### src/rtl/core/bmig_pkg.sv
package bmig_pkg;

   localparam int ACTION_W    = 2;
   localparam int ADDRESS_W   = 16;
   localparam int DATA_W      = 8;
   localparam int TARGET_W    = 3;
   localparam int PHYS_W      = 19;
   localparam int DEVREG_W    = 3;
   localparam int BANK_W      = 4;

   // Bus access kinds.
   localparam logic [ACTION_W-1:0] ACT_MEM_READ  = 2'd0;
   localparam logic [ACTION_W-1:0] ACT_MEM_WRITE = 2'd1;
   localparam logic [ACTION_W-1:0] ACT_IO_READ   = 2'd2;
   localparam logic [ACTION_W-1:0] ACT_IO_WRITE  = 2'd3;

   // Decoded targets.
   localparam logic [TARGET_W-1:0] TGT_ROM      = 3'd0;
   localparam logic [TARGET_W-1:0] TGT_RAM      = 3'd1;
   localparam logic [TARGET_W-1:0] TGT_SERIAL   = 3'd2;
   localparam logic [TARGET_W-1:0] TGT_DISK     = 3'd3;
   localparam logic [TARGET_W-1:0] TGT_INTERNAL = 3'd4;
   localparam logic [TARGET_W-1:0] TGT_IGNORED  = 3'd5;
   localparam logic [TARGET_W-1:0] TGT_UNMAPPED = 3'd6;

   // Opcode bytes watched by the snoop.
   localparam logic [DATA_W-1:0] OP_ED = 8'hED;
   localparam logic [DATA_W-1:0] OP_4D = 8'h4D;
   localparam logic [DATA_W-1:0] OP_DD = 8'hDD;
   localparam logic [DATA_W-1:0] OP_FD = 8'hFD;
   localparam logic [DATA_W-1:0] OP_CB = 8'hCB;

   // I/O ports of the internal registers.
   localparam logic [7:0] PORT_BANK       = 8'h30;
   localparam logic [7:0] PORT_ROM_OFF    = 8'h38;
   localparam logic [7:0] PORT_SERIAL_MAX = 8'h03;
   localparam logic [7:0] PORT_DISK_MIN   = 8'h10;
   localparam logic [7:0] PORT_DISK_MAX   = 8'h17;

   typedef enum logic [1:0] {
      SNOOP_IDLE     = 2'd0,
      SNOOP_AFTER_ED = 2'd1,
      SNOOP_PREFIX   = 2'd2
   } snoop_type;

   typedef struct packed {
      logic [ACTION_W-1:0]  action;
      logic [ADDRESS_W-1:0] address;
      logic [DATA_W-1:0]    bus_data;
      logic                 opcode_fetch;
   } req_type;

   typedef struct packed {
      logic [TARGET_W-1:0] target;
      logic [PHYS_W-1:0]   phys_address;
      logic [DEVREG_W-1:0] device_register;
      logic                write_strobe;
      logic                reti_seen;
   } rsp_type;

   typedef struct packed {
      logic [BANK_W-1:0] ram_bank;
      logic              rom_enabled;
      snoop_type         snoop;
   } glue_state_type;

endpackage

### src/rtl/core/bmig_decode.sv
module bmig_decode import bmig_pkg::*; (
   input  req_type        item,
   input  glue_state_type cur,
   output rsp_type        result,
   output glue_state_type nxt
);

   logic [7:0]        port;
   logic              rom_hit;
   logic [PHYS_W-1:0] ram_phys;
   logic              is_serial;
   logic              is_disk;
   logic              is_prefix;

   always_comb begin
      port      = item.address[7:0];
      rom_hit   = (item.address[15:14] == 2'b00) && cur.rom_enabled;
      is_serial = (port <= PORT_SERIAL_MAX);
      is_disk   = (port >= PORT_DISK_MIN) && (port <= PORT_DISK_MAX);
      is_prefix = (item.bus_data == OP_DD) || (item.bus_data == OP_FD)
                  || (item.bus_data == OP_CB);

      // The low half of the CPU space is a window into one 32K bank.
      if (item.address[15]) begin
         ram_phys = {{(PHYS_W-ADDRESS_W){1'b0}}, item.address};
      end else begin
         ram_phys = {cur.ram_bank, item.address[14:0]};
      end

      result.target          = TGT_UNMAPPED;
      result.phys_address    = '0;
      result.device_register = '0;
      result.write_strobe    = 1'b0;
      result.reti_seen       = 1'b0;
      nxt                    = cur;

      unique case (item.action)
         ACT_MEM_READ: begin
            if (rom_hit) begin
               result.target       = TGT_ROM;
               result.phys_address = {{(PHYS_W-ADDRESS_W){1'b0}}, item.address};
            end else begin
               result.target       = TGT_RAM;
               result.phys_address = ram_phys;
            end
            priority if (item.opcode_fetch && is_prefix) begin
               nxt.snoop = SNOOP_PREFIX;
            end else if (item.opcode_fetch && item.bus_data == OP_ED
                         && cur.snoop == SNOOP_IDLE) begin
               nxt.snoop = SNOOP_AFTER_ED;
            end else begin
               result.reti_seen = (item.bus_data == OP_4D) && (cur.snoop == SNOOP_AFTER_ED);
               nxt.snoop        = SNOOP_IDLE;
            end
         end
         ACT_MEM_WRITE: begin
            if (rom_hit) begin
               result.target = TGT_IGNORED;
            end else begin
               result.target       = TGT_RAM;
               result.phys_address = ram_phys;
               result.write_strobe = 1'b1;
            end
         end
         ACT_IO_READ: begin
            priority if (is_serial) begin
               result.target          = TGT_SERIAL;
               result.device_register = {1'b0, port[1:0]};
            end else if (is_disk) begin
               result.target          = TGT_DISK;
               result.device_register = port[2:0];
            end else begin
               result.target = TGT_UNMAPPED;
            end
         end
         ACT_IO_WRITE: begin
            priority if (is_serial) begin
               result.target          = TGT_SERIAL;
               result.device_register = {1'b0, port[1:0]};
               result.write_strobe    = 1'b1;
            end else if (is_disk) begin
               result.target          = TGT_DISK;
               result.device_register = port[2:0];
               result.write_strobe    = 1'b1;
            end else if (port == PORT_BANK) begin
               result.target       = TGT_INTERNAL;
               result.write_strobe = 1'b1;
               nxt.ram_bank        = item.bus_data[BANK_W-1:0];
            end else if (port == PORT_ROM_OFF) begin
               result.target       = TGT_INTERNAL;
               result.write_strobe = 1'b1;
               nxt.rom_enabled     = 1'b0;
            end else begin
               result.target = TGT_IGNORED;
            end
         end
         default: begin
            result.target = TGT_UNMAPPED;
         end
      endcase
   end

endmodule

### config.mk
export PLATFORM = sky130hd
export DESIGN_NAME = bmig_decode
export DESIGN_NICKNAME = d
export VERILOG_FILES = /design/src/rtl/core/bmig_pkg.sv /design/src/rtl/core/bmig_decode.sv
export SDC_FILE = /design/constraint.sdc
export NUM_CORES = 1
export LEC_CHECK = 0
export BUFFER_PORTS_ARGS = -buffer_cell sky130_fd_sc_hd__buf_4
export CAP_MARGIN = 20
export CORE_MARGIN = 2
export CORE_UTILIZATION = 29
export DETAILED_ROUTE_END_ITERATION = 8
export PLACE_DENSITY = 0.82
export SYNTH_ARGS = -nofsm -noshare
export SYNTH_HDL_FRONTEND = slang
export SYNTH_SLANG_ARGS = --single-unit
### constraint.sdc
create_clock -name vclk -period 1
set_input_delay 0.1 -clock vclk [all_inputs]
set_output_delay 0.1 -clock vclk [all_outputs]
set_load 0.005 [all_outputs]
==> summary.md, run 1 <==
| Metric | Value |
|---|---|
| Vias in the first global route | `between 900 and 1,000` |
| Critical path's slowest cell | `nor4b_4` |
| Maximum clock rate | `750 MHz` |
| Die Width | `around 44 um` |
| Arr. time, crit path | `1230 ps` |
| Violated checks | `negative setup slack` |
| Slew @ Worst Pin | `323 ps` |
| Syn nets | `101` |
| CP Launch Type | `input pin` |
| Max-slew headroom | `0.784` |
| Crit-path max FO | `4` |
| DRC | `0` |
| Leak | `0.000719 uW` |
| First-pass GRT wire length | `3910 um` |
| Clkbuf count | `0` |
| Cell variety after synth | `29` |
| Routed wire length | `3680 um` |
| PortBufs | `68` |
| Final Hold Fails | `0` |
| Wire length per cell | `21.6 um` |
| Gate Count Post-Synth | `67` |
| Synthesized area | `between 400 and 500 um^2` |
| Setup TNS | `-4690 ps` |
| Drt pass-1 iters | `4` |
| Pwr/cell area | `just under 400 mW/mm^2` |
| Post-route ant nets | `0` |
| Largest cells by area after synthesis | `and2_1 (24%), mux2_2 (9.6%), nor4b_1 (5.6%), and3_1 (5.3%), nor4b_4 (5.1%)` |
| Cell Chain, Critical Path | `buf_8, nor4b_4, nand4b_4, mux2_4, buf_6` |
| Crit end category | `output port` |
| Overflow after GRT | `0` |
| Slew Viols, Final | `0` |
| Maxcap violations | `0` |
| Tot Pwr | `550 uW` |
| CP top delay family | `simple AND/OR/NAND/NOR gates` |
| Leading cell types in the layout, fill and taps excluded | `buf_4 (65), buf_6 (19), and2_1 (17), buf_8 (4)` |
| I/O pin count | `68` |
| Seq cells | `0` |
| Avg Cell Area, Syn | `7.00 um^2` |
| Worst vdd ir | `between 0.3 and 0.4 mV` |
| Period utilization | `1.33` |
| RSZ-0062 raised after global routing | `yes` |
| Commonest non-fill, non-tap cell in the layout | `buf_4` |
| HP Class | `in -> out` |
| Final setup violation count | `32` |
| CP required | `900 ps` |
| CP bufs+invs | `2` |
| Critical path class | `in -> out` |
| Final WS setup | `-334 ps` |
| Area delta synth->final | `198%` |
| Initial antenna violation count | `0` |
| GP Congestion | `0.698` |
| ANT cells | `0` |
| Layout cells sized above 1 | `0.753` |
| Row count | `14` |
| Chip height | `44.2 um` |
| Die area | `0.00196 mm^2` |
| # nets final | `190` |
| Pre-CTS WS | `-437 ps` |
| Synth area leader | `and2_1` |
| Status | `complete, but fails checks` |
| Core Region | `0.00151 mm^2` |
| Via density | `5.88` |
| Register area | `0 um^2` |
| Largest net degree at the start of global routing | `16` |
| Initial Util | `0.311` |
| Sequential fraction of the synthesis area | `0` |
| Detail Placement HPWL | `1810 um` |
| Final Core Density | `0.929` |
| Max incr delay on CP | `around 370 ps` |
| Starting DRT DRC Count | `21` |
| DR vias | `1,000` |
| GRT Total Usage | `0.259` |
| Tmin final | `1330 ps` |
| Syn. warnings | `0` |
| Top cell type's share of synthesized area | `0.240` |
area by class of cell:
class / instances / area [um^2]
fill: 53 / 108
tap: 16 / 20.0
multi-input combinational: 66 / 617
timing repair buffer: 88 / 762
power breakdown:
group          internal, uW  total, uW  switching [uW]
combinational           328        550             223
clock                     0          0               0
sequential                0          0               0
what timing repair did:
action | in CTS | in global routing
endpoints found under the hold margin | 0 | 0
endpoints found under the setup margin | 31 | 29
gates resized for setup | 37 | 18
hold buffers | 0 | 0
gates cloned | 0 | 1
pin swaps | 15 | 21
setup buffers | 2 | 5
layer usage:
metal / track usage / wire [um]
met1: 0.257 / 1220
met3: 0.0286 / 333
met2: 0.559 / 1930
met5: 0 / 0
met4: 0.0424 / 189
kinds of logic after synthesis:
group / count (synthesis) / synth area share
buf+inv: 2 / 0.0160
mux: 4 / 0.0960
simple gates: 48 / 0.715
compound gates: 13 / 0.173
Yosys cell counts:
cell type / instances
and2_1: 18
and3_1: 4
mux2_2: 4
o21ai_0: 4
nor2_1: 3
nor2b_1: 3
nor4b_1: 3
a21oi_1: 2
clkbuf_1: 2
nand2_1: 2
nand2b_1: 2
nand3_1: 2
nor3_1: 2
a21boi_0: 1
a31o_2: 1
a31oi_1: 1
and3_2: 1
and3b_1: 1
and4bb_2: 1
nand4b_2: 1
nor2_2: 1
nor3b_1: 1
nor4b_4: 1
o211ai_1: 1
o21ai_1: 1
o31ai_1: 1
o41ai_1: 1
or3b_1: 1
or4_4: 1
final timing paths:
check / cells after the start / to / slack [ps] / from
worst min-delay path: 3 / result[0] / 460 / item[8]
worst max-delay path: 5 / nxt[3] / -330 / item[10]
through the flow:
stage / hold slack [ps] / instances / cell area (um^2)
after floorplan: 233 / 67 / 479
after detailed placement: 454 / 162 / 1100
after global routing: 477 / 170 / 1400
after CTS: 457 / 164 / 1290
after global placement: 452 / 162 / 1100
final: 465 / 170 / 1400
Note: power is estimated with default switching activity, not from simulation.
==> run 2: changes to the inputs <==
- SETUP_SLACK_MARGIN: unset -> 0.3
==> summary.md, run 2 <==
| Metric | Value |
|---|---|
| Synth area leader | `and2_1 (unchanged)` |
| Commonest cells post-synth | `and2_1 (18), and3_1 (4), mux2_2 (4), o21ai_0 (4) (unchanged)` |
| Worst EP post-GRT repair | `nxt[6]` |
| Avg Cell Area, Syn | `7.00 um^2 (unchanged)` |
| Largest net degree at the start of global routing | `9` |
| I/O pin count | `68 (unchanged)` |
| Worst endpoint type | `primary output` |
| Count leader, synth | `and2_1 (unchanged)` |
| Initial antenna violation count | `0` |
| Syn. warnings | `0 (unchanged)` |
| Sequential fraction of the synthesis area | `0 (unchanged)` |
| Initial Util | `0.311 (unchanged)` |
| First Error | `[ERROR DPL-0033] detailed placement checks failed during check placement.` |
| Largest cells by area after synthesis | `and2_1 (24%), mux2_2 (9.6%), nor4b_1 (5.6%), and3_1 (5.3%), nor4b_4 (5.1%) (unchanged)` |
| Row count | `14 (unchanged)` |
| Post-DP Area | `0.00121 mm^2 (was 0.00110 mm^2)` |
| Failing step | `global routing (5_1_grt)` |
| Cell variety after synth | `29 (unchanged)` |
| Synthesized area | `469 um^2 (unchanged)` |
| GP Congestion | `0.743 (was 0.698)` |
| Top cell type's share of synthesized area | `0.240 (unchanged)` |
| Gate Count Post-Synth | `67 (unchanged)` |
| Placed insts | `166 (was 162)` |
| Status | `stopped before the end (was complete, but fails checks)` |
| Detail Placement HPWL | `1960 um (was 1810 um)` |
| Syn nets | `101 (unchanged)` |
| Chip height | `44.2 um (unchanged)` |
| PortBufs | `68 (unchanged)` |
| Die Width | `44.2 um (unchanged)` |
-- run 2: cell counts after synthesis --
Identical to the previous run, type by type.
-- run 2: timing repair --
| action | CTS |
|---|---|
| buffers inserted | 3 |
| resized for setup | 33 |
| hold buffers | 0 |
| gates cloned | 1 |
| pin swaps | 35 |
| setup endpoints to repair | 33 |
-- run 2: through the flow --
stage	setup TNS, ps	hold slack (ps)	setup slack, ps	utilization
3_3_place_gp	-5830	455	-275	0.806
3_5_place_dp	-6390	458	-294	0.806
2_1_floorplan	-78.1	226	-27.0	-
4_1_cts	-3310	459	-280	0.919
-- run 2: kinds of logic after synthesis --
family | Yosys count | share of synthesized area
multiplexers | 4 | 0.0960
AND/OR/NAND/NOR | 48 | 0.715
buffers and inverters | 2 | 0.0160
AO/OA/AOI/OAI | 13 | 0.173
==> run 3: changes to the inputs <==
- CORE_AREA: unset -> 2 2 63 65
- CORE_MARGIN: 2 -> unset
- CORE_UTILIZATION: 29 -> unset
- DIE_AREA: unset -> 0 0 65 67
- PLACE_DENSITY: 0.82 -> unset
- PLACE_DENSITY_LB_ADDON: unset -> 0.15
- SETUP_SLACK_MARGIN: 0.3 -> unset
- clock period: 1 -> 1.3 ns (I/O delays scaled with it)
==> summary.md, run 3 (same netlist as run 1, synthesis figures left out) <==
| Metric | Value |
|---|---|
| Arr. time, crit path | `1220 ps` |
| Initial antenna violation count | `0` |
| HP Start | `item[8]` |
| Final WS setup | `-48.8 ps` |
| Maxcap violations | `0` |
| Initial Util | `0.130 (was 0.311)` |
| Routed wire length | `2260 um` |
| Combinational share of power | `1.000` |
| Leading cell types in the layout, fill and taps excluded | `buf_4 (73), and2_1 (18), buf_6 (8)` |
| Period utilization | `1.04` |
| # nets final | `182` |
| Pwr/cell area | `265 mW/mm^2` |
| Max-slew headroom | `0.764` |
| Tmin final | `1350 ps` |
| Slew Viols, Final | `0` |
| Largest net degree at the start of global routing | `16` |
| Pint | `207 uW` |
| Number of hold buffers added after CTS | `0 (unchanged)` |
| CP required | `between 1000 and 1500 ps` |
| Row count | `22 (was 14)` |
| Post-route ant nets | `0` |
| Area of the multi-input gates | `527 um^2` |
| I/O pin count | `68 (unchanged)` |
| Crit-path max FO | `4` |
| GP Congestion | `0.680 (was 0.743)` |
| Core Region | `0.00361 mm^2` |
| Detail Placement HPWL | `1920 um (was 1960 um)` |
| HP Class | `in -> out` |
| Crit. Startpoint | `item[11]` |
| PortBufs | `68 (unchanged)` |
| Via density | `4.12` |
| Crit end category | `output port` |
| Clk pwr share | `0` |
| Layout cells sized above 1 | `0.685` |
| Setup TNS | `-177 ps` |
| Hold WS | `approximately 520 ps` |
| Pre-CTS WS | `-81.6 ps (was -294 ps)` |
| Drt pass-1 iters | `3` |
| Clkbuf count | `0` |
| Wire length per cell | `approximately 12 um` |
| Commonest non-fill, non-tap cell in the layout | `buf_4` |
| Seq cells | `0` |
| Vias in the first global route | `between 700 and 800` |
| DR vias | `800` |
| Critical path class | `in -> out` |
| Final Hold Fails | `0` |
| Die area | `~0.0044 mm^2` |
| Slew @ Worst Pin | `353 ps` |
| ANT cells | `0` |
| Violated checks | `negative setup slack` |
| Register area | `0 um^2` |
| Switching power | `118 uW` |
| Leak | `around 0.00060 uW` |
| GRT Total Usage | `0.0916` |
| Sequential share of power | `0` |
| Die Width | `65 um (was 44.2 um)` |
| DRC | `0` |
| Overflow after GRT | `0` |
| Area delta synth->final | `161%` |
| Tot Pwr | `325 uW` |
| Layout fillers | `396` |
| CP Launch Type | `input pin` |
| Starting DRT DRC Count | `13` |
| First-pass GRT wire length | `3330 um` |
| Maximum clock rate | `741 MHz` |
| Switch share | `0.364` |
| RSZ-0062 raised after global routing | `yes` |
| Chip height | `67 um (was 44.2 um)` |
| Worst vdd ir | `0.0716 mV` |
| Status | `complete, but fails checks (was stopped before the end)` |
| Final setup violation count | `7` |
## run 3: path summary, 6_finish.rpt
check / endpoint / slack [ps] / cells after the start
setup / recovery: nxt[6] / -50 / 5
hold / removal: result[0] / 520 / 3
## run 3: worst max-delay path, stage by stage
cell and delay, ps:
buf_6 100, nor4b_4 360, nand4b_4 180, mux2_4 330, buf_6 110
## run 3: stage by stage
stage          utilization  cells  area, um^2
3_3_place_gp         0.311    193        1120
5_1_grt              0.340    194        1220
4_1_cts              0.327    193        1180
3_5_place_dp         0.311    193        1120
6_report             0.340    194        1220
2_1_floorplan            -     67         469
## run 3: power groups by stage
stage | clock [uW] | sequential [uW] | combinational (uW)
after floorplan | 0 | 0 | 84.7
after global placement | 0 | 0 | 302
after detailed placement | 0 | 0 | 304
after CTS | 0 | 0 | 318
after global routing | 0 | 0 | 355
final | 0 | 0 | 325
## run 3: final cells by class
| class | count | area share |
|---|---|---|
| Tap cell | 48 | 0.0490 |
| Multi-Input combinational cell | 65 | 0.430 |
| Timing Repair Buffer | 81 | 0.521 |
## run 3: repair_timing
| action | CTS | global route |
|---|---|---|
| gates resized for setup | 13 | 10 |
| endpoints found under the hold margin | 0 | 0 |
| endpoints found under the setup margin | 9 | 26 |
| pin swaps | 5 | 5 |
| buffers inserted | 0 | 0 |
| cloned | 0 | 1 |
## run 3: routing by layer
layer / global-route usage / part of all wire / wire (um)
met5: 0 / 0 / 0
met4: 0.00798 / 0 / 0
met3: 0.0118 / 0.085 / 193
met2: 0.175 / 0.51 / 1160
met1: 0.112 / 0.40 / 906
==> run 4: changes to the inputs <==
- RECOVER_POWER: unset -> 50
- TNS_END_PERCENT: unset -> 30
==> summary.md, run 4 (same netlist as run 1, synthesis figures left out) <==
| Metric | Value |
|---|---|
| Critical path class | `in -> out (unchanged)` |
| Via density | `4.19 (was 4.12)` |
| Worst vdd ir | `0.0708 mV (was 0.0716 mV)` |
| Die area | `0.00436 mm^2 (unchanged)` |
| GP Congestion | `0.680 (unchanged)` |
| PortBufs | `68 (unchanged)` |
| Die Width | `65 um (unchanged)` |
| Crit. Startpoint | `item[11] (unchanged)` |
| # nets final | `181 (was 182)` |
| Final setup violation count | `6 (was 7)` |
| Crit-path max FO | `4 (unchanged)` |
| Vias in the first global route | `750 (was 749)` |
| Routed length on met3 | `182 um (was 193 um)` |
| Pwr/cell area | `262 mW/mm^2 (was 265 mW/mm^2)` |
| Violated checks | `negative setup slack (unchanged)` |
| Post-CTS setup buffers | `0 (unchanged)` |
| HP Class | `in -> out (unchanged)` |
| RSZ-0062 raised after global routing | `yes (unchanged)` |
| GRT Total Usage | `0.0927 (was 0.0916)` |
| Leading cell types in the layout, fill and taps excluded | `buf_4 (68), and2_1 (17), buf_6 (7), clkbuf_4 (4) (was buf_4 (73), and2_1 (18), buf_6 (8))` |
| Cell Chain, Critical Path | `buf_6, nor4b_4, nand4b_4, mux2_4, buf_6 (unchanged)` |
| Maximum clock rate | `744 MHz (was 741 MHz)` |
| Wire length per cell | `11.4 um (was 11.6 um)` |
| Status | `complete, but fails checks (unchanged)` |
| CP dominant cell by count | `buf_6 (unchanged)` |
| Detail Placement HPWL | `1920 um (unchanged)` |
| Chip height | `67 um (unchanged)` |
| Critical path depth in cells | `5 (unchanged)` |
| Max-slew headroom | `0.792 (was 0.764)` |
| CP Launch Type | `input pin (unchanged)` |
| Tot Pwr | `314 uW (was 325 uW)` |
| Commonest non-fill, non-tap cell in the layout | `buf_4 (unchanged)` |
| Drt pass-1 iters | `4 (was 3)` |
| First-pass GRT wire length | `3370 um (was 3330 um)` |
| Slew @ Worst Pin | `311 ps (was 353 ps)` |
| Routed wire length | `2190 um (was 2260 um)` |
| Max incr delay on CP | `350 ps (was 360 ps)` |
| Post-route ant nets | `0 (unchanged)` |
| Area delta synth->final | `155% (was 161%)` |
| Arr. time, crit path | `1210 ps (was 1220 ps)` |
| Number of hold buffers added after CTS | `0 (unchanged)` |
| I/O pin count | `68 (unchanged)` |
| CP bufs+invs | `2 (unchanged)` |
| Maxcap violations | `0 (unchanged)` |
| ANT cells | `0 (unchanged)` |
| Starting DRT DRC Count | `15 (was 13)` |
| DR top layer | `met4 (was met3)` |
| Register area | `0 um^2 (unchanged)` |
| Final WS setup | `-44.6 ps (was -48.8 ps)` |
| Initial Util | `0.130 (unchanged)` |
| Critical path's slowest cell | `nor4b_4 (unchanged)` |
| Layout cells sized above 1 | `0.669 (was 0.685)` |
| CP required | `1170 ps (about the same)` |
| Critical Path End | `nxt[6] (unchanged)` |
| Largest net degree at the start of global routing | `16 (unchanged)` |
| Setup TNS | `-157 ps (was -177 ps)` |
| Final Hold Fails | `0 (unchanged)` |
| Hold path depth | `3 (unchanged)` |
| CP top delay family | `simple AND/OR/NAND/NOR gates (unchanged)` |
| DRC | `0 (unchanged)` |
| Metal2 WL | `1120 um (was 1160 um)` |
| Initial antenna violation count | `0 (unchanged)` |
| Period utilization | `1.03 (was 1.04)` |
| Clkbuf count | `0 (unchanged)` |
| Slew Viols, Final | `0 (unchanged)` |
| Tmin final | `1340 ps (was 1350 ps)` |
| Seq cells | `0 (unchanged)` |
| DR vias | `808 (was 800)` |
| Overflow after GRT | `0 (unchanged)` |
| Row count | `22 (unchanged)` |
| Core Region | `0.00361 mm^2 (unchanged)` |
| Wl on met1 | `873 um (was 906 um)` |
| Crit end category | `output port (unchanged)` |
| Leak | `0.000590 uW (was 0.000605 uW)` |
-- run 4: changes by cell type in the layout (fill, tap and decap cells not counted), sizes merged --
cell / previous run / this run
buf: 81 / 75
clkbuf: 0 / 5
-- run 4: cell type report --
class                      count  area, um^2
fill                         402        2410
timing repair buffer          80         623
multi-input combinational     65         515
tap                           48        60.1
-- run 4: stage by stage --
stage / worst slack, ps / instances / cell area, um^2 / hold WS (ps) / utilization
after global placement: -73.1 / 193 / 1120 / 516 / 0.311
final: -44.6 / 193 / 1200 / 520 / 0.332
after detailed placement: -81.6 / 193 / 1120 / 521 / 0.311
after floorplan: 210 / 67 / 469 / 293 / -
after CTS: -43.3 / 193 / 1160 / 520 / 0.321
after global routing: -84.5 / 193 / 1200 / 544 / 0.332
-- run 4: how the worst min path moves through the flow --
stage                endpoint    start  slack (ps)
finish              result[0]  item[8]         520
global route        result[0]  item[8]         540
floorplan           result[0]  item[6]         290
CTS                 result[0]  item[8]         520
global placement    result[0]  item[8]         520
detailed placement  result[0]  item[8]         520
-- run 4: where the power goes --
part           total, uW  internal, uW  switching [uW]
clock                  0             0               0
sequential             0             0               0
combinational        314           200             114
-- run 4: timing repair --
item	in CTS	in global routing
resized for setup	7	11
pin swaps	3	8
endpoints found under the setup margin	9	28
-- run 4: layer usage --
metal | GRT usage | vias up
li1 | - | 408
met1 | 0.116 | 360
met2 | 0.175 | 38
met3 | 0.0101 | 2
met4 | 0.00798 | 0
met5 | 0 | -
-- run 4: tightest hold or removal path: stages --
cell and delay [ps]:
buf_4 90, nor4b_2 40, clkbuf_4 130
